## config.mk

```make
export PLATFORM = sky130hd
export DESIGN_NAME = lsp_fifo
export DESIGN_NICKNAME = d
export VERILOG_FILES = /design/src/rtl/lsp_pkg.sv /design/src/rtl/lsp_fifo.sv
export SDC_FILE = /design/constraint.sdc
export NUM_CORES = 1
export LEC_CHECK = 0
export BUFFER_PORTS_ARGS = -buffer_cell sky130_fd_sc_hd__buf_2
export CAP_MARGIN = 30
export CORE_ASPECT_RATIO = 2
export CORE_MARGIN = 2
export CORE_UTILIZATION = 57
export CTS_BUF_LIST = sky130_fd_sc_hd__clkbuf_8
export CTS_CLUSTER_SIZE = 28
export DETAILED_ROUTE_END_ITERATION = 10
export PLACE_DENSITY = 0.95
export SETUP_SLACK_MARGIN = 0.4
export SLEW_MARGIN = 5
export SYNTH_ARGS = -nofsm -noshare
export SYNTH_HDL_FRONTEND = slang
export SYNTH_SLANG_ARGS = --single-unit
```

## constraint.sdc

```tcl
create_clock -name clk -period 2.85 [get_ports clk]
set_input_delay 0.57 -clock clk [delete_from_list [all_inputs] [get_ports clk]]
set_output_delay 0.57 -clock clk [all_outputs]
set_load 0.01 [all_outputs]
```

## src/rtl/lsp_pkg.sv

```systemverilog
// Shared types, codes and scan tables for the line sensor position estimator.
`default_nettype none
package lsp_pkg;

  localparam int unsigned POS_W    = 7;
  localparam int unsigned ANG_W    = 15;
  localparam int unsigned SPACE_W  = 10;
  localparam int unsigned CFG_IDX_W = 1;
  localparam int unsigned LAYOUT_W = 2;
  localparam int unsigned MAX_SENSORS = 16;
  localparam int unsigned SLOT_W   = 4;
  localparam int unsigned DVD_W    = 64;
  localparam int unsigned DVS_W    = 21;
  localparam logic [POS_W-1:0] CENTER_POS = 7'd45;

  localparam logic [CFG_IDX_W-1:0] CFG_LAYOUT  = 1'b0;
  localparam logic [CFG_IDX_W-1:0] CFG_SPACING = 1'b1;

  localparam logic [LAYOUT_W-1:0] LAYOUT_RIGHT  = 2'd0;
  localparam logic [LAYOUT_W-1:0] LAYOUT_LEFT   = 2'd1;
  localparam logic [LAYOUT_W-1:0] LAYOUT_MIDDLE = 2'd2;

  typedef struct packed {
    logic             back_lost;
    logic             front_lost;
    logic [POS_W-1:0] lateral;
    logic [POS_W-1:0] back_pos;
    logic [POS_W-1:0] front_pos;
  } lsp_item_t;

  typedef struct packed {
    logic             start;
    logic [DVD_W-1:0] dividend;
    logic [DVS_W-1:0] divisor;
  } lsp_div_req_t;

  typedef enum logic [3:0] {
    ST_IDLE, ST_PREP, ST_SETUP, ST_ACC, ST_DIV1, ST_MUL2, ST_DIV2,
    ST_FIN, ST_DIV3, ST_OUT
  } lsp_state_t;

  // Physical sensor bit scanned in a slot; slots past the eighth map to themselves.
  function automatic logic [SLOT_W-1:0] scan_bit(logic [LAYOUT_W-1:0] mode,
                                                 logic [SLOT_W-1:0] slot);
    logic [SLOT_W-1:0] res;
    res = slot;
    if (slot < 4'd8) begin
      unique case (mode)
        LAYOUT_LEFT: res = slot;
        LAYOUT_MIDDLE: begin
          unique case (slot[2:0])
            3'd0: res = 4'd4;
            3'd1: res = 4'd3;
            3'd2: res = 4'd5;
            3'd3: res = 4'd2;
            3'd4: res = 4'd6;
            3'd5: res = 4'd1;
            3'd6: res = 4'd7;
            default: res = 4'd0;
          endcase
        end
        default: res = 4'd7 - slot;
      endcase
    end
    return res;
  endfunction

  function automatic logic [POS_W-1:0] scan_pos(logic [LAYOUT_W-1:0] mode,
                                                logic [SLOT_W-1:0] slot);
    logic [POS_W-1:0] res;
    res = '0;
    if (slot < 4'd8) begin
      unique case (mode)
        LAYOUT_LEFT: res = 7'(({3'b0, slot} + 7'd1) * 7'd10);
        LAYOUT_MIDDLE: begin
          unique case (slot[2:0])
            3'd0: res = 7'd50;
            3'd1: res = 7'd40;
            3'd2: res = 7'd60;
            3'd3: res = 7'd30;
            3'd4: res = 7'd70;
            3'd5: res = 7'd20;
            3'd6: res = 7'd80;
            default: res = 7'd10;
          endcase
        end
        default: res = 7'(7'd80 - {3'b0, slot} * 7'd10);
      endcase
    end
    return res;
  endfunction

endpackage
`default_nettype wire

```

## src/rtl/lsp_fifo.sv

```systemverilog
// Two-entry queue between the front end and the angle engine.
`default_nettype none
module lsp_fifo (
  input  wire                 clk,
  input  wire                 rst_n,
  input  wire                 push,
  input  lsp_pkg::lsp_item_t  push_data,
  output logic                full,
  input  wire                 pop,
  output logic                empty,
  output lsp_pkg::lsp_item_t  pop_data
);
  import lsp_pkg::*;

  lsp_item_t  mem_r [2];
  logic       wp_r, wp_nxt, rp_r, rp_nxt;
  logic [1:0] cnt_r, cnt_nxt;

  assign full     = cnt_r == 2'd2;
  assign empty    = cnt_r == 2'd0;
  assign pop_data = mem_r[rp_r];

  always_comb begin
    wp_nxt  = push ? ~wp_r : wp_r;
    rp_nxt  = pop ? ~rp_r : rp_r;
    cnt_nxt = cnt_r + {1'b0, push} - {1'b0, pop};
  end

  always_ff @(posedge clk) begin
    if (push) mem_r[wp_r] <= push_data;
    if (!rst_n) begin
      wp_r  <= 1'b0;
      rp_r  <= 1'b0;
      cnt_r <= '0;
    end else begin
      wp_r  <= wp_nxt;
      rp_r  <= rp_nxt;
      cnt_r <= cnt_nxt;
    end
  end

endmodule
`default_nettype wire

```

==> metrics.md <==
| Metric | Value |
|---|---|
| Crit start category | register |
| IO Count | 52 |
| Yosys top cell by area | edfxtp_1 |
| Initial core utilization | between 50% and 60% |
| # setup viols final | 0 |
| Vias in the first global route | between 1000 and 1500 |
| # port buffers | between 50 and 60 |
| Cts bufs inserted | 5 |
| Vias after detailed routing | roughly 1000 |
| Maximum VDD drop | 0.688 mV |
| Vias per cell | 5.42 |
| Area occupied by multi-input gates | ~380 µm² |
| Largest net degree at the start of global routing | 18 |
| Die Height | approximately 85 µm |
| Register area | ~1500 µm² |
| Post-Layout Cell Count | between 150 and 200 |
| Total power draw | roughly 1.6 mW |
| Drt first-iter violations | 12 |
| Critical path class | reg -> out |
| Std cell rows | 29 |
| Status | finished, final reports clean |
| Net count after synthesis | ~120 |
| CP bufs+invs | 2 |
| RR Endpoint | mem_r[0][1] |
| Slowest stage delay, CP | about 480 ps |
| DRC violations left | 0 |
| Cell variety after synth | 12 |
| Max cap viols | 0 |
| Sequential share of the synthesized area | 78.5% |
| Die width | 44.7 µm |
| PD cells | slightly below 700 nW/µm² |
| Clk Latency, worst-skew pair | a little under 300 ps |
| Overflow after GRT | 0 |
| Clk slew on worst S/H paths | approximately 90 ps |
| Post-Route Setup TNS | 0 ps |
| Fin crit period | around 2200 ps |
| Nets | roughly 180 |
| Overall Global Routing Usage | 17.8% |
| Worst Hold Class | in -> reg |
| End of the critical path | pop_data[22] |
| Cell Area, Placed | about 2200 µm² |
| Final Hold Violating Endpoints | 0 |
| Worst Reg-to-Reg Cells | 2 |
| Worst reg2reg path startpoint | wp_r |
| Inserted Diodes | 0 |
| Clock sink count | 51 |
| CP Capture Type | output port |
| DPL Wire Length | 2290 µm |
| Hold-fix buffers at CTS | 0 |
| Post-Syn Area | about 1900 µm² |
| Yosys warns | 0 |
| H-tree Lvls | 2 |
| DRT antenna net count | 0 |
| RSZ-0062 raised after global routing | no |
| Initial antenna violation count | 0 |
| Final WL | around 3000 µm |
| GPL Wtd Cong | approximately 0.65 |
| Slew Viols, Final | 0 |
| Postcts setup bufs | 0 |
| Critical path depth in cells | 3 |
| Top cells by area, synth | edfxtp_1 (73%), mux2_2 (14%), dfxtp_1 (5.3%) |
| Core area | between 3000 and 4000 µm² |
| Share of post-route cells with drive strength above 1 | approximately 57% |
| Worst path slowest cell | dfxtp_1 |
| First-pass GRT wire length | 4690 µm |
| Tcrit/Tclk final | about three quarters |
| CP Data Arrival Time | 1610 ps |
| Fillers | about 200 |
| Fin area | 2310 µm² |
| Synth Instances | 92 |
| Routed len/inst | between 15 and 20 µm |
| Syn_area_per_cell | a little over 20 µm² |
| Placed Instances | roughly 180 |
| TritonCTS clock tree | built |
| Maximum clock rate | roughly 0.46 GHz |
| Slew @ Worst Pin | a little over 500 ps |
| CP delay by family, top | flip-flops |
| Root Driver | clkbuf_8 |
| Setup Skew | about 6.9 ps |
| #FFs+latches synth | 51 |
| Reg2reg setup slack | between 1000 and 1500 ps |
| Post-synth top area share | between 70% and 80% |
| Die Area | 3820 µm² |
| Drt pass-1 iters | 4 |
| Crit path max fanout | 17 |
| CTS max path bufs | 2 |
| Critical Path RT | 2280 ps |
| Post_cts resized | 0 |
| P&R area growth vs syn | 22.3% |
| CP Cell Sequence | buf_4, mux2_2, buf_2 |
| Static Leak | 0.909 nW |
| Worst relative slew slack | ~65% |
==> layout make-up <==
type	count	area share [%]
clock buffer	6	3.58
clock inverter	2	1.52
inverter	2	0.325
multi-input combinational	37	16.4
sequential	51	64.1
tap	31	1.68
timing repair buffer	55	12.4
==> placed cells by master, fill, tap and decap left out <==
cell type | synthesis | layout
and2_1 | 4 | 4
buf_2 | 0 | 51
buf_4 | 0 | 4
bufinv_16 | 0 | 1
clkbuf_8 | 0 | 6
clkinv_2 | 0 | 1
dfxtp_1 | 5 | 5
edfxtp_1 | 46 | 46
ha_1 | 2 | 2
inv_1 | 2 | 2
mux2_2 | 23 | 23
nor2_1 | 1 | 1
nor2b_1 | 4 | 3
nor2b_2 | 0 | 1
o21a_1 | 1 | 1
xnor3_1 | 1 | 1
xor2_1 | 1 | 1
==> state kept, by name, indices dropped and copies added (netlist names), named ones only <==
register and flops:
cnt_r 2, mem_r 46, rp_r 1, wp_r 1
==> Yosys cell counts <==
master and count:
ha_1 2, xnor3_1 1, xor2_1 1, edfxtp_1 46, buf_6 2, nor2_1 1, dfxtp_1 5, o21a_1 1
and2_1 4, inv_1 2, nor2b_1 4, mux2_2 23
==> worst min-delay path by stage <==
| stage | endpoint | startpoint | cells past startpoint | slack, ps |
|---|---|---|---|---|
| after CTS | mem_r[1][6] | push_data[6] | 1 | 450 |
| after global routing | mem_r[0][11] | push_data[11] | 1 | 450 |
| after global placement | rp_r | rp_r | 2 | 570 |
| after floorplan | register | rp_r | 2 | 550 |
| after detailed placement | register | rp_r | 2 | 570 |
| final | mem_r[1][2] | push_data[2] | 1 | 460 |
==> power breakdown <==
group	internal [mW]	switching, mW
logic	0.101	0.0907
registers	0.862	0.0187
clock network	0.284	0.212
==> cell families (layout without fill, tap and decap cells) <==
kind of cell / after synthesis / count (layout) / synth area share [%]
AO/OA/AOI/OAI: 1 / 1 / 0.398
XOR/XNOR: 2 / 2 / 1.66
adder cells (fa/ha/maj): 2 / 2 / 1.33
buffers and inverters: 4 / 65 / 1.59
flip-flops: 51 / 51 / 78.5
multiplexers: 23 / 23 / 13.7
AND/OR/NAND/NOR: 9 / 9 / 2.85
==> stage by stage <==
stage	hold slack, ps	utilization [%]	setup slack, ps
finish	461	73.2	672
global route	449	73.2	579
CTS	451	73.2	638
detailed placement	570	69.4	979
global placement	569	69.4	1030
floorplan	555	-	779
==> routing by layer <==
layer | wire length [µm] | part of all wire, % | up-vias | global-route usage [%]
li1 | - | - | 468 | -
met1 | 1050 | 34 | 491 | 17.1
met2 | 1810 | 59 | 31 | 32.3
met3 | 136 | 4.4 | 8 | 4.47
met4 | 78 | 2.5 | 0 | 9.37
met5 | 0 | 0 | - | 0
(Power assumes the default switching activity.)
