**config.mk**
```make
export PLATFORM = sky130hd
export DESIGN_NAME = lsp_div
export DESIGN_NICKNAME = d
export VERILOG_FILES = /design/src/rtl/lsp_pkg.sv /design/src/rtl/lsp_div.sv
export SDC_FILE = /design/constraint.sdc
export NUM_CORES = 1
export LEC_CHECK = 0
export BUFFER_PORTS_ARGS = -buffer_cell sky130_fd_sc_hd__buf_2
export CAP_MARGIN = 5
export CORE_ASPECT_RATIO = 0.7
export CORE_UTILIZATION = 58
export CTS_CLUSTER_SIZE = 30
export DETAILED_ROUTE_END_ITERATION = 10
export GPL_TIMING_DRIVEN = 0
export PLACE_DENSITY = 0.95
export SYNTH_ARGS = -nofsm -noshare
export SYNTH_HDL_FRONTEND = slang
export SYNTH_SLANG_ARGS = --single-unit
```
**constraint.sdc**
```tcl
create_clock -name clk -period 4.18 [get_ports clk]
set_input_delay 0.627 -clock clk [delete_from_list [all_inputs] [get_ports clk]]
set_output_delay 0.627 -clock clk [all_outputs]
set_load 0.01 [all_outputs]
```
**src/rtl/lsp_pkg.sv**
```systemverilog
// Shared types, codes and scan tables for the line sensor position estimator.
`default_nettype none
package lsp_pkg;

  localparam int unsigned POS_W    = 7;
  localparam int unsigned ANG_W    = 15;
  localparam int unsigned SPACE_W  = 10;
  localparam int unsigned CFG_IDX_W = 1;
  localparam int unsigned LAYOUT_W = 2;
  localparam int unsigned MAX_SENSORS = 16;
  localparam int unsigned SLOT_W   = 4;
  localparam int unsigned DVD_W    = 64;
  localparam int unsigned DVS_W    = 21;
  localparam logic [POS_W-1:0] CENTER_POS = 7'd45;

  localparam logic [CFG_IDX_W-1:0] CFG_LAYOUT  = 1'b0;
  localparam logic [CFG_IDX_W-1:0] CFG_SPACING = 1'b1;

  localparam logic [LAYOUT_W-1:0] LAYOUT_RIGHT  = 2'd0;
  localparam logic [LAYOUT_W-1:0] LAYOUT_LEFT   = 2'd1;
  localparam logic [LAYOUT_W-1:0] LAYOUT_MIDDLE = 2'd2;

  typedef struct packed {
    logic             back_lost;
    logic             front_lost;
    logic [POS_W-1:0] lateral;
    logic [POS_W-1:0] back_pos;
    logic [POS_W-1:0] front_pos;
  } lsp_item_t;

  typedef struct packed {
    logic             start;
    logic [DVD_W-1:0] dividend;
    logic [DVS_W-1:0] divisor;
  } lsp_div_req_t;

  typedef enum logic [3:0] {
    ST_IDLE, ST_PREP, ST_SETUP, ST_ACC, ST_DIV1, ST_MUL2, ST_DIV2,
    ST_FIN, ST_DIV3, ST_OUT
  } lsp_state_t;

  // Physical sensor bit scanned in a slot; slots past the eighth map to themselves.
  function automatic logic [SLOT_W-1:0] scan_bit(logic [LAYOUT_W-1:0] mode,
                                                 logic [SLOT_W-1:0] slot);
    logic [SLOT_W-1:0] res;
    res = slot;
    if (slot < 4'd8) begin
      unique case (mode)
        LAYOUT_LEFT: res = slot;
        LAYOUT_MIDDLE: begin
          unique case (slot[2:0])
            3'd0: res = 4'd4;
            3'd1: res = 4'd3;
            3'd2: res = 4'd5;
            3'd3: res = 4'd2;
            3'd4: res = 4'd6;
            3'd5: res = 4'd1;
            3'd6: res = 4'd7;
            default: res = 4'd0;
          endcase
        end
        default: res = 4'd7 - slot;
      endcase
    end
    return res;
  endfunction

  function automatic logic [POS_W-1:0] scan_pos(logic [LAYOUT_W-1:0] mode,
                                                logic [SLOT_W-1:0] slot);
    logic [POS_W-1:0] res;
    res = '0;
    if (slot < 4'd8) begin
      unique case (mode)
        LAYOUT_LEFT: res = 7'(({3'b0, slot} + 7'd1) * 7'd10);
        LAYOUT_MIDDLE: begin
          unique case (slot[2:0])
            3'd0: res = 7'd50;
            3'd1: res = 7'd40;
            3'd2: res = 7'd60;
            3'd3: res = 7'd30;
            3'd4: res = 7'd70;
            3'd5: res = 7'd20;
            3'd6: res = 7'd80;
            default: res = 7'd10;
          endcase
        end
        default: res = 7'(7'd80 - {3'b0, slot} * 7'd10);
      endcase
    end
    return res;
  endfunction

endpackage
`default_nettype wire

```
**src/rtl/lsp_div.sv**
```systemverilog
// Restoring divider, one quotient bit per cycle.
`default_nettype none
module lsp_div (
  input  wire                          clk,
  input  wire                          rst_n,
  input  lsp_pkg::lsp_div_req_t        req,
  output logic                         done,
  output logic [lsp_pkg::DVD_W-1:0]    quotient
);
  import lsp_pkg::*;

  logic [DVD_W-1:0] dvd_r, dvd_nxt;
  logic [DVS_W-1:0] dvs_r, dvs_nxt;
  logic [DVS_W-1:0] rem_r, rem_nxt;
  logic [5:0]       cnt_r, cnt_nxt;
  logic             busy_r, busy_nxt;
  logic             done_r, done_nxt;
  logic [DVS_W:0]   rem_sh;

  assign done     = done_r;
  assign quotient = dvd_r;

  always_comb begin
    dvd_nxt  = dvd_r;
    dvs_nxt  = dvs_r;
    rem_nxt  = rem_r;
    cnt_nxt  = cnt_r;
    busy_nxt = busy_r;
    done_nxt = 1'b0;
    rem_sh   = {rem_r, dvd_r[DVD_W-1]};
    if (req.start) begin
      dvd_nxt  = req.dividend;
      dvs_nxt  = req.divisor;
      rem_nxt  = '0;
      cnt_nxt  = '0;
      busy_nxt = 1'b1;
    end else if (busy_r) begin
      if (rem_sh >= {1'b0, dvs_r}) begin
        rem_nxt = DVS_W'(rem_sh - {1'b0, dvs_r});
        dvd_nxt = {dvd_r[DVD_W-2:0], 1'b1};
      end else begin
        rem_nxt = rem_sh[DVS_W-1:0];
        dvd_nxt = {dvd_r[DVD_W-2:0], 1'b0};
      end
      cnt_nxt = cnt_r + 6'd1;
      if (cnt_r == 6'(DVD_W - 1)) begin
        busy_nxt = 1'b0;
        done_nxt = 1'b1;
      end
    end
  end

  always_ff @(posedge clk) begin
    dvd_r <= dvd_nxt;
    dvs_r <= dvs_nxt;
    rem_r <= rem_nxt;
    cnt_r <= cnt_nxt;
    if (!rst_n) begin
      busy_r <= 1'b0;
      done_r <= 1'b0;
    end else begin
      busy_r <= busy_nxt;
      done_r <= done_nxt;
    end
  end

endmodule
`default_nettype wire

```
==> impl_metrics.tcl, run 1 <==
set metrics [dict create \
    status "completed" \
    vdd_ir_drop_max_v 0.000343 \
    dieArea_um2 10900 \
    cts_buffers 17 \
    synth_top_area_share_pct 42.1 \
    cts_hold_buf 0 \
    clk_latency_ns 0.43 \
    clkTransAtPathRegs_ns 0.06 \
    drive_gt1_share_pct 37.3 \
    start_util_pct 61.2 \
    post_cts_buffers 0 \
    finalSetupViolCount 0 \
    cp_slowest_cell "edfxtp_1" \
    period_share_pct 76.1 \
    drc 0 \
    cts_resized 0 \
    path_delay_family "compound AO/OA/AOI/OAI gates" \
    layout_common_cells "buf_2, edfxtp_1, mux2_2, nor2_1, inv_1" \
    yosys.area.top_type "edfxtp_1" \
    portBuffers 152 \
    die_y_um 87.5 \
    rsz0062_at_grt "false" \
    drv_cap 0 \
    grt.overflow.total 0 \
    hpwlAfterDp_mm 12.0 \
    ys_warn_count 0 \
    critical_path_arrival_ns 3.48 \
    insertedDiodeCount 0 \
    drt_first_pass_iters 7 \
    fin_cells 844 \
    p_leak_nw 3.28 \
    vias 5382 \
    area_growth_pct 25.9 \
    synthArstFlopShare_pct 0 \
    grt_max_degree 44 \
    critPathRequiredTime_ns 4.48 \
    clockRootBuffer "clkbuf_16" \
    hold_violations 0 \
    worstHoldPathType "in2reg" \
    grt_usage_pct 34.2 \
    rows 30 \
    synth_fp_nets 642 \
    chipWidth_um 124 \
    p_per_area_nw_per_um2 488 \
    finalClockSkew_ns 0.0127 \
    synthTopCellsByArea "edfxtp_1, mux2_2, dfxtp_1" \
    antenna_left 0 \
    syn_area_per_cell_um2 11.4 \
    finalCriticalPeriod_ns 3.18 \
    gp_congestion 0.987 \
    final_common_cell "buf_2" \
    maxSlewHeadroom_pct 57.7 \
    worst_path_largest_cell_delay_ns 0.48 \
    crit_type "reg2reg" \
    seq_area_frac_synth_pct 51.7 \
    syn_inst 531 \
    ys.flop_type "edfxtp_1" \
    tightest_slew_ns 0.634 \
    dp.cells 812 \
    wirelength_mm 18.2 \
    grt_pass1_vias 5038 \
    hold_ws_ns 0.376 \
    fmax_mhz 314 \
    coreArea_um2 9910 \
    slew_violations 0 \
    crit_fanout 10 \
    antenna_found_initial 0 \
    fillers 567 \
    io_pins 153 \
    ys_ff_latch 114 \
    worst-path-buf-inv 4 \
    cts_buffer_depth 2 \
    path_cells "inv_1 > ha_1 > inv_1 > fa_1 > a21o_1 > a221oi_4 > o211a_1 > o211a_1 > buf_6 > buf_8 > nor2_1 > a221o_1" \
    wl_per_cell_um 21.6 \
    setup_tns_ns 0 \
    yosysUniqueCellTypes 60 \
    grt_pass1_wl_mm 26.9 \
    cts_sinks 114 \
    fin_nets 814 \
    synth_area_um2 6060 \
    cts_tree "done" \
    via_per_inst 6.38 \
    cp-end-kind "flop" \
    critPathLaunchType "flop" \
    first_iter_violations 685 \
    h-tree-depth 4 \
    synth_edf_count 85 \
]
-- final timing paths --
kind | from | endpoint | slack, ns | cells after the start
worst min register to register | rem_r[15] | rem_r[15] | 0.54 | 2
worst min-delay path | req[7] | dvs_r[7] | 0.38 | 1
worst max-delay path | quotient[63] | rem_r[11] | 1.00 | 12
worst max register to register | quotient[63] | rem_r[11] | 1.00 | 12
-- cells by family after synthesis --
group,count (synthesis),share of synthesized area [%]
xor gates and xnor gates,16,2.31
AOI/OAI and AO/OA,121,14.1
buffers and inverters,63,4.60
muxes,67,12.4
DFF,114,51.7
adders and majority gates,23,4.87
and+or+nand+nor,127,10.1
-- synthesized netlist by cell type (5+ instances only) --
library cell,count
a31oi_1,5
nor2_1,41
mux2_2,63
nand4_1,7
o21a_1,5
buf_2,7
dfxtp_1,29
nand2_1,30
nand3_1,12
edfxtp_1,85
and3_1,5
nor3_1,11
o211ai_1,6
o21bai_1,6
xor2_1,7
ha_1,22
a21o_1,8
o21ai_0,19
clkbuf_1,13
a211oi_1,12
xnor2_1,9
a21oi_1,28
inv_1,34
-- sequential cells by signal, indices dropped and copies added (netlist names) --
signal / cells
busy_r: 1
quotient: 64
cnt_r: 6
done: 1
dvs_r: 21
rem_r: 21
-- final cells by class --
class | count | area (um^2) | share of cell area, %
repair buffers | 153 | 781 | 10.2
inverters | 34 | 128 | 1.67
flip-flops and latches | 114 | 3130 | 41.0
multi-input cells | 354 | 2650 | 34.7
clock inverters | 15 | 206 | 2.70
clock buffers | 17 | 425 | 5.57
plain buffers | 29 | 151 | 1.98
well taps | 128 | 160 | 2.10
-- where the power goes --
group	leakage (nW)	internal (mW)	switching [mW]
registers	1.09	1.34	0.0690
logic	1.88	0.299	0.433
clock network	0.306	1.00	0.577
-- metal layers --
layer	wire length, um	up-vias	track usage, %
met4	891	0	16.9
met2	8680	451	55.9
li1	-	2337	-
met5	0	-	0
met3	1970	113	9.64
met1	6710	2481	41.9
-- worst register-to-register path: stages, from the launching register on --
cell      delay (ns)
edfxtp_1        0.48
inv_1           0.11
ha_1            0.17
inv_1           0.06
fa_1            0.41
a21o_1          0.26
a221oi_4        0.38
o211a_1         0.22
o211a_1         0.18
buf_6           0.17
buf_8           0.17
nor2_1          0.09
a221o_1         0.36
-- per-stage QoR --
stage          power, mW  util (%)  worst slack (ns)  cell area [um^2]
6_report            3.73      77.0              1.00              7630
5_1_grt             3.81      77.0             0.980              7630
4_1_cts             3.70      77.0              1.13              7630
3_5_place_dp        2.11      70.7              1.12              7000
3_3_place_gp        2.08      70.5             0.523              6980
2_1_floorplan       1.87         -              1.51              6060
Power figures use the tool's default switching activity.
==> run 2, diff against run 1 <==
Settings changed: CORE_UTILIZATION 58 to 54, PLACE_DENSITY 0.95 to 0.93.
Clock period 4.18 ns to 2.95 ns, I/O delays scaled along.
==> run 2 against run 1 <==
Die area up 7.3%. Global-route usage shrank 4.5 points. Critical path depth fell by 1. Final cell count grew 3.2%. Clock power is 30% higher. Sequential share of layout area down 0.20 points.
==> impl_metrics.tcl, run 2 (same netlist as run 1, synthesis figures left out) <==
set metrics [dict create \
    final_common_cell "buf_2" \
    fin_cells 871 \
    clkTransAtPathRegs_ns 0.06 \
    wirelength_mm 16.8 \
    fillers 747 \
    hold_ws_ns 0.192 \
    grt_pass1_wl_mm 25.8 \
    die_y_um 90.6 \
    worstHoldPathType "in2reg" \
    finalSetupViolCount 0 \
    tightest_slew_ns 0.590 \
    fmax_mhz 352 \
    antenna_left 0 \
    start_util_pct 57.0 \
    dp.cells 832 \
    placed_area_um2 7030 \
    grt_max_degree 49 \
    drv_cap 0 \
    cts_buffer_depth 2 \
    h-tree-depth 4 \
    io_pins 153 \
    fin_area_um2 7670 \
    dieArea_um2 11700 \
    drc 0 \
    grt_usage_pct 29.7 \
    vdd_ir_drop_max_v 0.000488 \
    gp_congestion 0.924 \
    hold_violations 0 \
    finalClockSkew_ns 0.00691 \
    maxSlewHeadroom_pct 60.6 \
    insertedDiodeCount 0 \
    p_per_area_nw_per_um2 662 \
    fin_nets 821 \
    critical_path_arrival_ns 3.13 \
    drive_gt1_share_pct 38.2 \
    coreArea_um2 10600 \
    antenna_found_initial 0 \
    first_iter_violations 501 \
    grt.overflow.total 0 \
    drt_first_pass_iters 5 \
    vias 5124 \
    period_share_pct 96.4 \
    portBuffers 152 \
    cts_sinks 114 \
    layout_common_cells "buf_2, edfxtp_1, mux2_2, nor2_1, inv_1" \
    area_growth_pct 26.6 \
    cts_buffers 17 \
    rows 31 \
    clk_latency_ns 0.42 \
    cts_tree "done" \
    wl_per_cell_um 19.3 \
    crit_fanout 4 \
    p_leak_nw 3.28 \
    status "completed" \
    cts_hold_buf 0 \
    finalCriticalPeriod_ns 2.84 \
    grt_pass1_vias 4982 \
    via_per_inst 5.88 \
    clockRootBuffer "clkbuf_16" \
    reg2reg_depth 11 \
    critPathRequiredTime_ns 3.24 \
    slew_violations 0 \
    cp-end-kind "flop" \
    chipWidth_um 129 \
    crit_type "reg2reg" \
    hold_depth 1 \
    critPathLaunchType "flop" \
    setup_tns_ns 0 \
    largest_register_ffs 64 \
    hpwlAfterDp_mm 11.9 \
]
[run 2: worst paths after layout]
| check | from | to | slack [ns] |
|---|---|---|---|
| worst min register to register | cnt_r[5] | cnt_r[5] | 0.49 |
| worst max register to register | quotient[63] | rem_r[18] | 0.11 |
| worst min-delay path | req[5] | dvs_r[5] | 0.19 |
| worst max-delay path | quotient[63] | rem_r[18] | 0.11 |
[run 2: per-stage QoR]
step	util (%)	power [mW]	worst slack, ns
finish	72.2	5.08	0.105
global route	72.2	5.25	-0.00463
CTS	71.7	5.04	0.0580
detailed placement	66.1	2.99	0.0735
global placement	65.9	2.94	-0.529
floorplan	-	2.65	0.280
[run 2: final cells by class]
class | count | area (um^2) | area share [%]
multi-input combinational | 354 | 2660 | 34.6
buffer | 29 | 151 | 1.97
timing repair buffer | 160 | 831 | 10.8
inverter | 34 | 128 | 1.66
tap | 148 | 185 | 2.41
clock buffer | 18 | 429 | 5.59
clock inverter | 14 | 159 | 2.07
sequential | 114 | 3130 | 40.8
[run 2: power by group]
group / internal, mW / leakage [nW] / switching [mW]
clock: 1.25 / 0.275 / 0.808
sequential: 1.90 / 1.09 / 0.0924
combinational: 0.440 / 1.91 / 0.586
total: 3.59 / 3.28 / 1.49
[run 2: routing by layer]
layer  up-vias  track usage [%]  wire length, um
met1      2491             37.9             6850
met3        31             10.0             1540
met5         -                0                0
met2       258             46.8             8100
met4         0             10.6              308
li1       2344                -                -
[run 2: what timing repair did]
action | in CTS | in global routing
endpoints found under the setup margin | 0 | 17
setup buffers | 0 | 6
resized for setup | 0 | 3
[run 2: worst max-delay path, stage by stage (launching register included)]
cell	delay, ns
edfxtp_1	0.43
inv_1	0.08
ha_1	0.16
inv_1	0.06
fa_2	0.35
a21o_1	0.23
a22o_1	0.21
a22oi_1	0.46
nand2_1	0.13
o41ai_1	0.34
o311a_1	0.23
nor3_2	0.04
