$ cat config.mk
export PLATFORM = sky130hd
export DESIGN_NAME = lsp_front
export DESIGN_NICKNAME = d
export VERILOG_FILES = /design/src/rtl/lsp_pkg.sv /design/src/rtl/lsp_front.sv
export SDC_FILE = /design/constraint.sdc
export NUM_CORES = 1
export LEC_CHECK = 0
export BUFFER_PORTS_ARGS = -buffer_cell sky130_fd_sc_hd__buf_2
export CORE_ASPECT_RATIO = 0.75
export CORE_MARGIN = 2
export CORE_UTILIZATION = 40
export CTS_BUF_LIST = sky130_fd_sc_hd__clkbuf_8
export CTS_CLUSTER_DIAMETER = 80
export CTS_CLUSTER_SIZE = 14
export DETAILED_ROUTE_END_ITERATION = 16
export GPL_ROUTABILITY_DRIVEN = 1
export SYNTH_ARGS = -nofsm -noshare
export SYNTH_HDL_FRONTEND = slang
export SYNTH_SLANG_ARGS = --single-unit
$ cat constraint.sdc
create_clock -name clk -period 12.2 [get_ports clk]
set_clock_uncertainty 0.1 [all_clocks]
set_input_delay 2.44 -clock clk [delete_from_list [all_inputs] [get_ports clk]]
set_output_delay 2.44 -clock clk [all_outputs]
set_load 0.005 [all_outputs]
$ cat src/rtl/lsp_pkg.sv
// Shared types, codes and scan tables for the line sensor position estimator.
`default_nettype none
package lsp_pkg;

  localparam int unsigned POS_W    = 7;
  localparam int unsigned ANG_W    = 15;
  localparam int unsigned SPACE_W  = 10;
  localparam int unsigned CFG_IDX_W = 1;
  localparam int unsigned LAYOUT_W = 2;
  localparam int unsigned MAX_SENSORS = 16;
  localparam int unsigned SLOT_W   = 4;
  localparam int unsigned DVD_W    = 64;
  localparam int unsigned DVS_W    = 21;
  localparam logic [POS_W-1:0] CENTER_POS = 7'd45;

  localparam logic [CFG_IDX_W-1:0] CFG_LAYOUT  = 1'b0;
  localparam logic [CFG_IDX_W-1:0] CFG_SPACING = 1'b1;

  localparam logic [LAYOUT_W-1:0] LAYOUT_RIGHT  = 2'd0;
  localparam logic [LAYOUT_W-1:0] LAYOUT_LEFT   = 2'd1;
  localparam logic [LAYOUT_W-1:0] LAYOUT_MIDDLE = 2'd2;

  typedef struct packed {
    logic             back_lost;
    logic             front_lost;
    logic [POS_W-1:0] lateral;
    logic [POS_W-1:0] back_pos;
    logic [POS_W-1:0] front_pos;
  } lsp_item_t;

  typedef struct packed {
    logic             start;
    logic [DVD_W-1:0] dividend;
    logic [DVS_W-1:0] divisor;
  } lsp_div_req_t;

  typedef enum logic [3:0] {
    ST_IDLE, ST_PREP, ST_SETUP, ST_ACC, ST_DIV1, ST_MUL2, ST_DIV2,
    ST_FIN, ST_DIV3, ST_OUT
  } lsp_state_t;

  // Physical sensor bit scanned in a slot; slots past the eighth map to themselves.
  function automatic logic [SLOT_W-1:0] scan_bit(logic [LAYOUT_W-1:0] mode,
                                                 logic [SLOT_W-1:0] slot);
    logic [SLOT_W-1:0] res;
    res = slot;
    if (slot < 4'd8) begin
      unique case (mode)
        LAYOUT_LEFT: res = slot;
        LAYOUT_MIDDLE: begin
          unique case (slot[2:0])
            3'd0: res = 4'd4;
            3'd1: res = 4'd3;
            3'd2: res = 4'd5;
            3'd3: res = 4'd2;
            3'd4: res = 4'd6;
            3'd5: res = 4'd1;
            3'd6: res = 4'd7;
            default: res = 4'd0;
          endcase
        end
        default: res = 4'd7 - slot;
      endcase
    end
    return res;
  endfunction

  function automatic logic [POS_W-1:0] scan_pos(logic [LAYOUT_W-1:0] mode,
                                                logic [SLOT_W-1:0] slot);
    logic [POS_W-1:0] res;
    res = '0;
    if (slot < 4'd8) begin
      unique case (mode)
        LAYOUT_LEFT: res = 7'(({3'b0, slot} + 7'd1) * 7'd10);
        LAYOUT_MIDDLE: begin
          unique case (slot[2:0])
            3'd0: res = 7'd50;
            3'd1: res = 7'd40;
            3'd2: res = 7'd60;
            3'd3: res = 7'd30;
            3'd4: res = 7'd70;
            3'd5: res = 7'd20;
            3'd6: res = 7'd80;
            default: res = 7'd10;
          endcase
        end
        default: res = 7'(7'd80 - {3'b0, slot} * 7'd10);
      endcase
    end
    return res;
  endfunction

endpackage
`default_nettype wire

$ cat src/rtl/lsp_front.sv
// Front end: take sensor samples, find bar positions, hold lost bars, form the items for the queue.
`default_nettype none
module lsp_front #(
  parameter int SENSORS_PER_BAR = 8
) (
  input  wire                            clk,
  input  wire                            rst_n,
  input  wire  [lsp_pkg::LAYOUT_W-1:0]   layout_mode,
  input  wire                            take,
  input  wire  [SENSORS_PER_BAR-1:0]     front_mask,
  input  wire  [SENSORS_PER_BAR-1:0]     back_mask,
  output lsp_pkg::lsp_item_t             item
);
  import lsp_pkg::*;

  logic [POS_W-1:0] held_front_r, held_front_nxt;
  logic [POS_W-1:0] held_back_r, held_back_nxt;
  logic [POS_W-1:0] fpos, bpos;
  logic             flost, blost;
  logic [POS_W:0]   psum;

  function automatic logic [POS_W:0] locate(logic [LAYOUT_W-1:0] mode,
                                            logic [SENSORS_PER_BAR-1:0] mask);
    logic [MAX_SENSORS-1:0] m16;
    logic                   found;
    logic [POS_W-1:0]       pos;
    logic [POS_W:0]         pair;
    m16   = MAX_SENSORS'(mask);
    found = 1'b0;
    pos   = '0;
    for (int i = 0; i < SENSORS_PER_BAR; i++) begin
      if (!found && m16[scan_bit(mode, SLOT_W'(i))]) begin
        found = 1'b1;
        pos   = scan_pos(mode, SLOT_W'(i));
        if (i + 1 < SENSORS_PER_BAR) begin
          if (m16[scan_bit(mode, SLOT_W'(i + 1))]) begin
            pair = {1'b0, pos} + {1'b0, scan_pos(mode, SLOT_W'(i + 1))};
            pos  = pair[POS_W:1];
          end
        end
      end
    end
    return {!found, pos};
  endfunction

  always_comb begin
    {flost, fpos} = locate(layout_mode, front_mask);
    {blost, bpos} = locate(layout_mode, back_mask);
    if (flost) fpos = held_front_r;
    if (blost) bpos = held_back_r;
    psum = {1'b0, fpos} + {1'b0, bpos};
    item.front_pos  = fpos;
    item.back_pos   = bpos;
    item.lateral    = psum[POS_W:1] - CENTER_POS;
    item.front_lost = flost;
    item.back_lost  = blost;
    held_front_nxt  = take ? fpos : held_front_r;
    held_back_nxt   = take ? bpos : held_back_r;
  end

  always_ff @(posedge clk) begin
    if (!rst_n) begin
      held_front_r <= '0;
      held_back_r  <= '0;
    end else begin
      held_front_r <= held_front_nxt;
      held_back_r  <= held_back_nxt;
    end
  end

endmodule
`default_nettype wire

==> flow_summary.toml, run 1 <==
[yosys]
ys_warn_count = 0
ys_ff_latch = 14
synth_edf_count = 0
synth_common_cells = "52 x nand2_1, 51 x nor2_1, 35 x o21ai_0, 29 x mux2i_1, 28 x a21oi_1"
syn-num-nets = 488
async_flop_share = 0
synth_area_leaders = "mux2i_1 9.0%, dfxtp_1 8.7%, mux4_2 6.3%"
yosysSeqAreaShare = 0.08730
synth.top_cell.area_share = 0.09041
synth_cell_types = 62
synthCells = 453
synth_flop_cell = "dfxtp_1"
yosysMostFrequentCell = "nand2_1"
netlist_area_sq_mm = 0.003211
synth_top_area_cell = "mux2i_1"
avgSynthCellArea_sq_um = 7.087

[worst_setup_path]
required_ps = 9660
r2r_slack_ps = 10590
reg2reg_to = "held_front_r[0]"
worstSetupPathType = "primary input to output pin"
r2r_cells = 6
critPathLaunchType = "primary input"
cp_max_fo = 31
r2r-start = "held_front_r[0]"
worstSetupEndpointType = "output pin"
arrival_ps = 7820

[clock_tree]
clk_latency_ps = 250
post_cts_buffers = 0
htree_levels = 1
clock-root-buffer = "clkbuf_8"
path_clk_slew_ps = 60
cts_resized = 0
cts_tree = "built"
hold_buffers = 0
cts_inserted_buffers = 3
cts_buffer_depth = 2
cts_sinks = 14

[finish]
drive_above_1_share = 0.1742
syn_to_final_growth_pct = 7.716
antenna_cells = 0
fin_util = 0.4407
final_nets = 502

[power_and_ir_drop]
p_clk_frac = 0.088
internal-power_mw = 0.2246
swShare = 0.4894
leakage_nw = 1.363
comb_power_share = 0.790
seqPwrFrac = 0.122
irDropWorstVdd_uv = 80.63
pwr_density_cell_mw_per_mm2 = 127.2
p_sw_mw = 0.2153
power_mw = 0.4398

[sta]
period_share = 0.8492
rsz0062_at_grt = "no"
relSlewSlack = 0.3317
min_period_ps = 10360
hold_violations = 0
setup_tns_ps = 0
postLayoutSetupSlackWorst_ps = 1840
setup_viol = 0
slew_violations = 0
fmax_ghz = 0.09652
worst_pin_slew_ps = 1002

[grt]
grt_overflow_total = 0
busiest_layer = "met2"
grt_pass1_vias = 3116
antenna_found_initial = 0
grtUsageMet2 = 0.3639
grt_use_met1 = 0.3249
grt_util_met3 = 0.03810
grt_max_degree = 50
grt_pass1_wl_um = 16060
grt_usage = 0.2258

[place]
gp_congestion = 0.8585
io_buffers = 43
preCtsSetupSlack_ps = 1891
place_hpwl_um = 7190

[floorplan]
pin_count = 44
die_height_um = 81.59
rows = 28
die-area_sq_mm = 0.008767
core-area_sq_mm = 0.007848
initial_core_util = 0.4091
die_x_um = 107.5

[min_path]
hp-class = "flip-flop to flip-flop"
hold_depth = 2
holdPathEnd = "held_front_r[2]"
min_from = "held_front_r[2]"

[drt]
vias_per_cell = 6.072
postRouteAntennaNets = 0
drt-pass1-iter-count = 4
drt-total-wl_um = 9669
vias = 3461
drc_errors = 0
wl_per_cell_um = 16.96
drtIter0Drc = 218

[flow_run]
drv_cap = 0

[status]
status = "completed"
-- worst max-delay path: stages --
cell and delay, ps:
buf_2 110, inv_1 60, ha_2 750, buf_4 410, xnor2_1 150, a211oi_1 670
or3_1 370, nor2_2 110, nand4_1 180, inv_1 90, a211oi_1 310, inv_1 100
ha_1 360, nor2b_1 150, o21ai_0 140, nand2b_1 110, xnor2_1 300, nor3b_1 90
mux2i_1 340, or3_1 170, o2111ai_1 90, a22o_1 190, buf_2 120
-- logic make-up after synthesis --
group                      after synthesis  synth area share
AOI/OAI and AO/OA                      146            0.3188
xor gates and xnor gates                11           0.03001
adders and majority gates               15           0.06002
buffers and inverters                   52           0.06976
DFF                                     14           0.08730
muxes                                   48            0.1921
and+or+nand+nor                        167            0.2420
-- worst max-delay path by stage --
stage / start / end
floorplan: layout_mode[1] / item[20]
global route: layout_mode[0] / item[20]
detailed placement: layout_mode[0] / item[20]
finish: layout_mode[0] / item[20]
global placement: layout_mode[0] / item[20]
CTS: layout_mode[0] / item[20]
-- layer usage --
| metal | up-vias | routed length, um | share of wire |
|---|---|---|---|
| met5 | - | 0 | 0 |
| met4 | 0 | 74 | 0.0077 |
| met3 | 8 | 612 | 0.063 |
| met2 | 115 | 4373 | 0.45 |
| met1 | 1614 | 4608 | 0.48 |
| li1 | 1724 | - | - |
-- flip-flops by register name, summed over array words and instances (netlist names) --
name / flops
held_back_r: 7
held_front_r: 7
-- area by class of cell --
| class | count | area [sq um] |
|---|---|---|
| inverters | 15 | 56.30 |
| flip-flops and latches | 14 | 280.3 |
| fillers | 844 | 4389 |
| clock buffers | 3 | 41.29 |
| well taps | 105 | 131.4 |
| multi-input cells | 387 | 2711 |
| repair buffers | 46 | 237.7 |
-- per-stage QoR --
stage | hold WS (ps) | instances | cell area [sq um]
2_1_floorplan | 349.8 | 453 | 3211
3_3_place_gp | 364.7 | 567 | 3417
3_5_place_dp | 368.1 | 567 | 3417
4_1_cts | 378.2 | 570 | 3458
5_1_grt | 423.6 | 570 | 3458
6_report | 374.9 | 570 | 3458
-- power by group through the flow --
stage	sequential, mW	clock, mW	combinational (mW)
2_1_floorplan	0.0539	0	0.248
3_3_place_gp	0.0548	0	0.340
3_5_place_dp	0.0547	0	0.345
4_1_cts	0.0538	0.0393	0.347
5_1_grt	0.0544	0.0405	0.388
6_report	0.0538	0.0386	0.347
-- layout by cell type (no fill, tap or decap), drive strengths merged, types with 3 or more instances in the layout --
master / n
nor2: 53
nand2: 52
buf: 46
o21ai: 36
mux2i: 30
a21oi: 28
nor3: 16
inv: 15
dfxtp: 14
ha: 13
a211oi: 11
nand2b: 11
mux2: 9
mux4: 9
nand3: 8
o22ai: 8
xnor2: 7
a31oi: 6
o32ai: 6
a221oi: 5
a21o: 5
o211ai: 5
and3: 5
a22oi: 5
nor4b: 4
or2: 4
a311oi: 4
or3: 4
xor2: 4
and2: 3
nor2b: 3
a22o: 3
o2111ai: 3
a32o: 3
clkbuf: 3
o21a: 3
Power figures use the tool's default switching activity.
==> inputs of run 2 (changes only) <==
==> constraint.sdc (replaced) <==
create_clock -name clk -period 9.87 [get_ports clk]
set_clock_uncertainty 0.1 [all_clocks]
set_input_delay 1.974 -clock clk [delete_from_list [all_inputs] [get_ports clk]]
set_output_delay 1.974 -clock clk [all_outputs]
set_load 0.005 [all_outputs]
==> run 2 against run 1 <==
Against the previous run:
- via count increased by 0.92%
- die area is the same
- setup slack got worse by 1200 ps
- non-clock buffer count grew 3
- wire length rose by 0.46%
- power up 26%
- critical path depth unchanged
- sequential share of layout area decreased by 0.084 points
==> flow_summary.toml, run 2 (synthesis results as in run 1) <==
[place]
gp_congestion = 0.8995
io_buffers = 43
place_hpwl_um = 7336

[drt]
wl_per_cell_um = 16.92
postRouteAntennaNets = 0
drc_errors = 0
drt-pass1-iter-count = 5
vias = 3493
vias_per_cell = 6.085
drt-total-wl_um = 9713
drtIter0Drc = 267

[clock_tree]
cts_tree = "built"
cts_inserted_buffers = 3
clock-root-buffer = "clkbuf_8"
cts_sinks = 14
post_cts_buffers = 0
hold_buffers = 0
path_clk_slew_ps = 60
clk_latency_ps = 240
htree_levels = 1
cts_resized = 0
cts_buffer_depth = 2

[sta]
relSlewSlack = 0.5576
min_period_ps = 9188
rsz0062_at_grt = "no"
fmax_ghz = 0.1088
setup_viol = 0
hold_slack_ps = 380.3
setup_tns_ps = 0
worst_pin_slew_ps = 663.6
hold_violations = 0
slew_violations = 0
period_share = 0.9309

[power_and_ir_drop]
power_mw = 0.5551
irDropWorstVdd_uv = 87.70
pwr_density_cell_mw_per_mm2 = 158.8
leakage_nw = 1.384

[floorplan]
die-area_sq_mm = 0.008767
pin_count = 44
die_height_um = 81.59
core-area_sq_mm = 0.007848
die_x_um = 107.5
rows = 28
initial_core_util = 0.4091

[worst_setup_path]
arrival_ps = 7110
required_ps = 7800
critPathLaunchType = "primary input"
worstSetupEndpointType = "output pin"
cp_max_fo = 32
worstSetupPathType = "primary input to output pin"

[finish]
antenna_cells = 0
syn_to_final_growth_pct = 8.846
drive_above_1_share = 0.1812
final_cell_mix = "52 x nand2_1, 51 x nor2_1, 43 x buf_2"
fin_util = 0.4453
final_nets = 505
reg.largest.list = "held_back_r x7, held_front_r x7"
layout_commonest_cell = "nand2_1"

[grt]
grt_pass1_vias = 3166
grt_overflow_total = 0
grt_max_degree = 33
grt_usage = 0.2223
grt_pass1_wl_um = 15970
antenna_found_initial = 0

[min_path]
hp-class = "flip-flop to flip-flop"

[status]
status = "completed"

[flow_run]
drv_cap = 0
## run 2: changes by cell type in the layout (fill, tap and decap cells not counted), sizes merged
cell    previous run  this run
buf               46        49
clkbuf             3         4
## run 2: worst max-delay path, cell delays in order
cell and delay (ps):
buf_2 100, inv_1 60, ha_2 760, buf_4 410, mux4_2 680, nand2_1 100
o21ai_0 80, o21ai_0 170, o22ai_1 120, o21a_1 120, nor3_1 410, inv_1 110
fa_1 420, nor2b_1 110, o21ai_0 80, nand2b_1 110, xnor2_1 130, nor3b_1 220
mux2i_1 180, or3_1 370, o2111ai_1 90, a22o_1 170, buf_2 110
## run 2: final cells by class
type | count | area (sq um)
flip-flops and latches | 14 | 280.3
well taps | 105 | 131.4
fillers | 807 | 4353
repair buffers | 49 | 260.3
multi-input cells | 387 | 2711
inverters | 15 | 56.30
clock buffers | 4 | 55.05
## run 2: worst paths after layout
kind	start	to	slack, ps	cells past startpoint
worst max-delay path	layout_mode[0]	item[20]	680	23
worst min-delay path	held_back_r[5]	held_back_r[5]	380	2
worst max register to register	held_front_r[0]	held_front_r[0]	8270	6
worst min register to register	held_back_r[5]	held_back_r[5]	380	2
## run 2: routing by layer
metal,vias up,global-route usage,routed length [um]
met5,-,0,0
met4,0,0.02436,21
met3,2,0.02857,613
met2,119,0.3728,4499
met1,1642,0.3168,4579
li1,1730,-,-
## run 2: per-stage QoR
stage | instance area, sq um | cells | setup WS (ps)
2_1_floorplan | 3211 | 453 | 1592
3_3_place_gp | 3440 | 570 | 814.6
3_5_place_dp | 3440 | 570 | 657.5
4_1_cts | 3495 | 574 | 657.6
5_1_grt | 3495 | 574 | 121.5
6_report | 3495 | 574 | 682.0
## run 2: power breakdown
group	internal (mW)	total [mW]	switching, mW
Sequential	0.0630	0.0665	0.00347
Combinational	0.190	0.431	0.242
Clock	0.0354	0.0573	0.0219
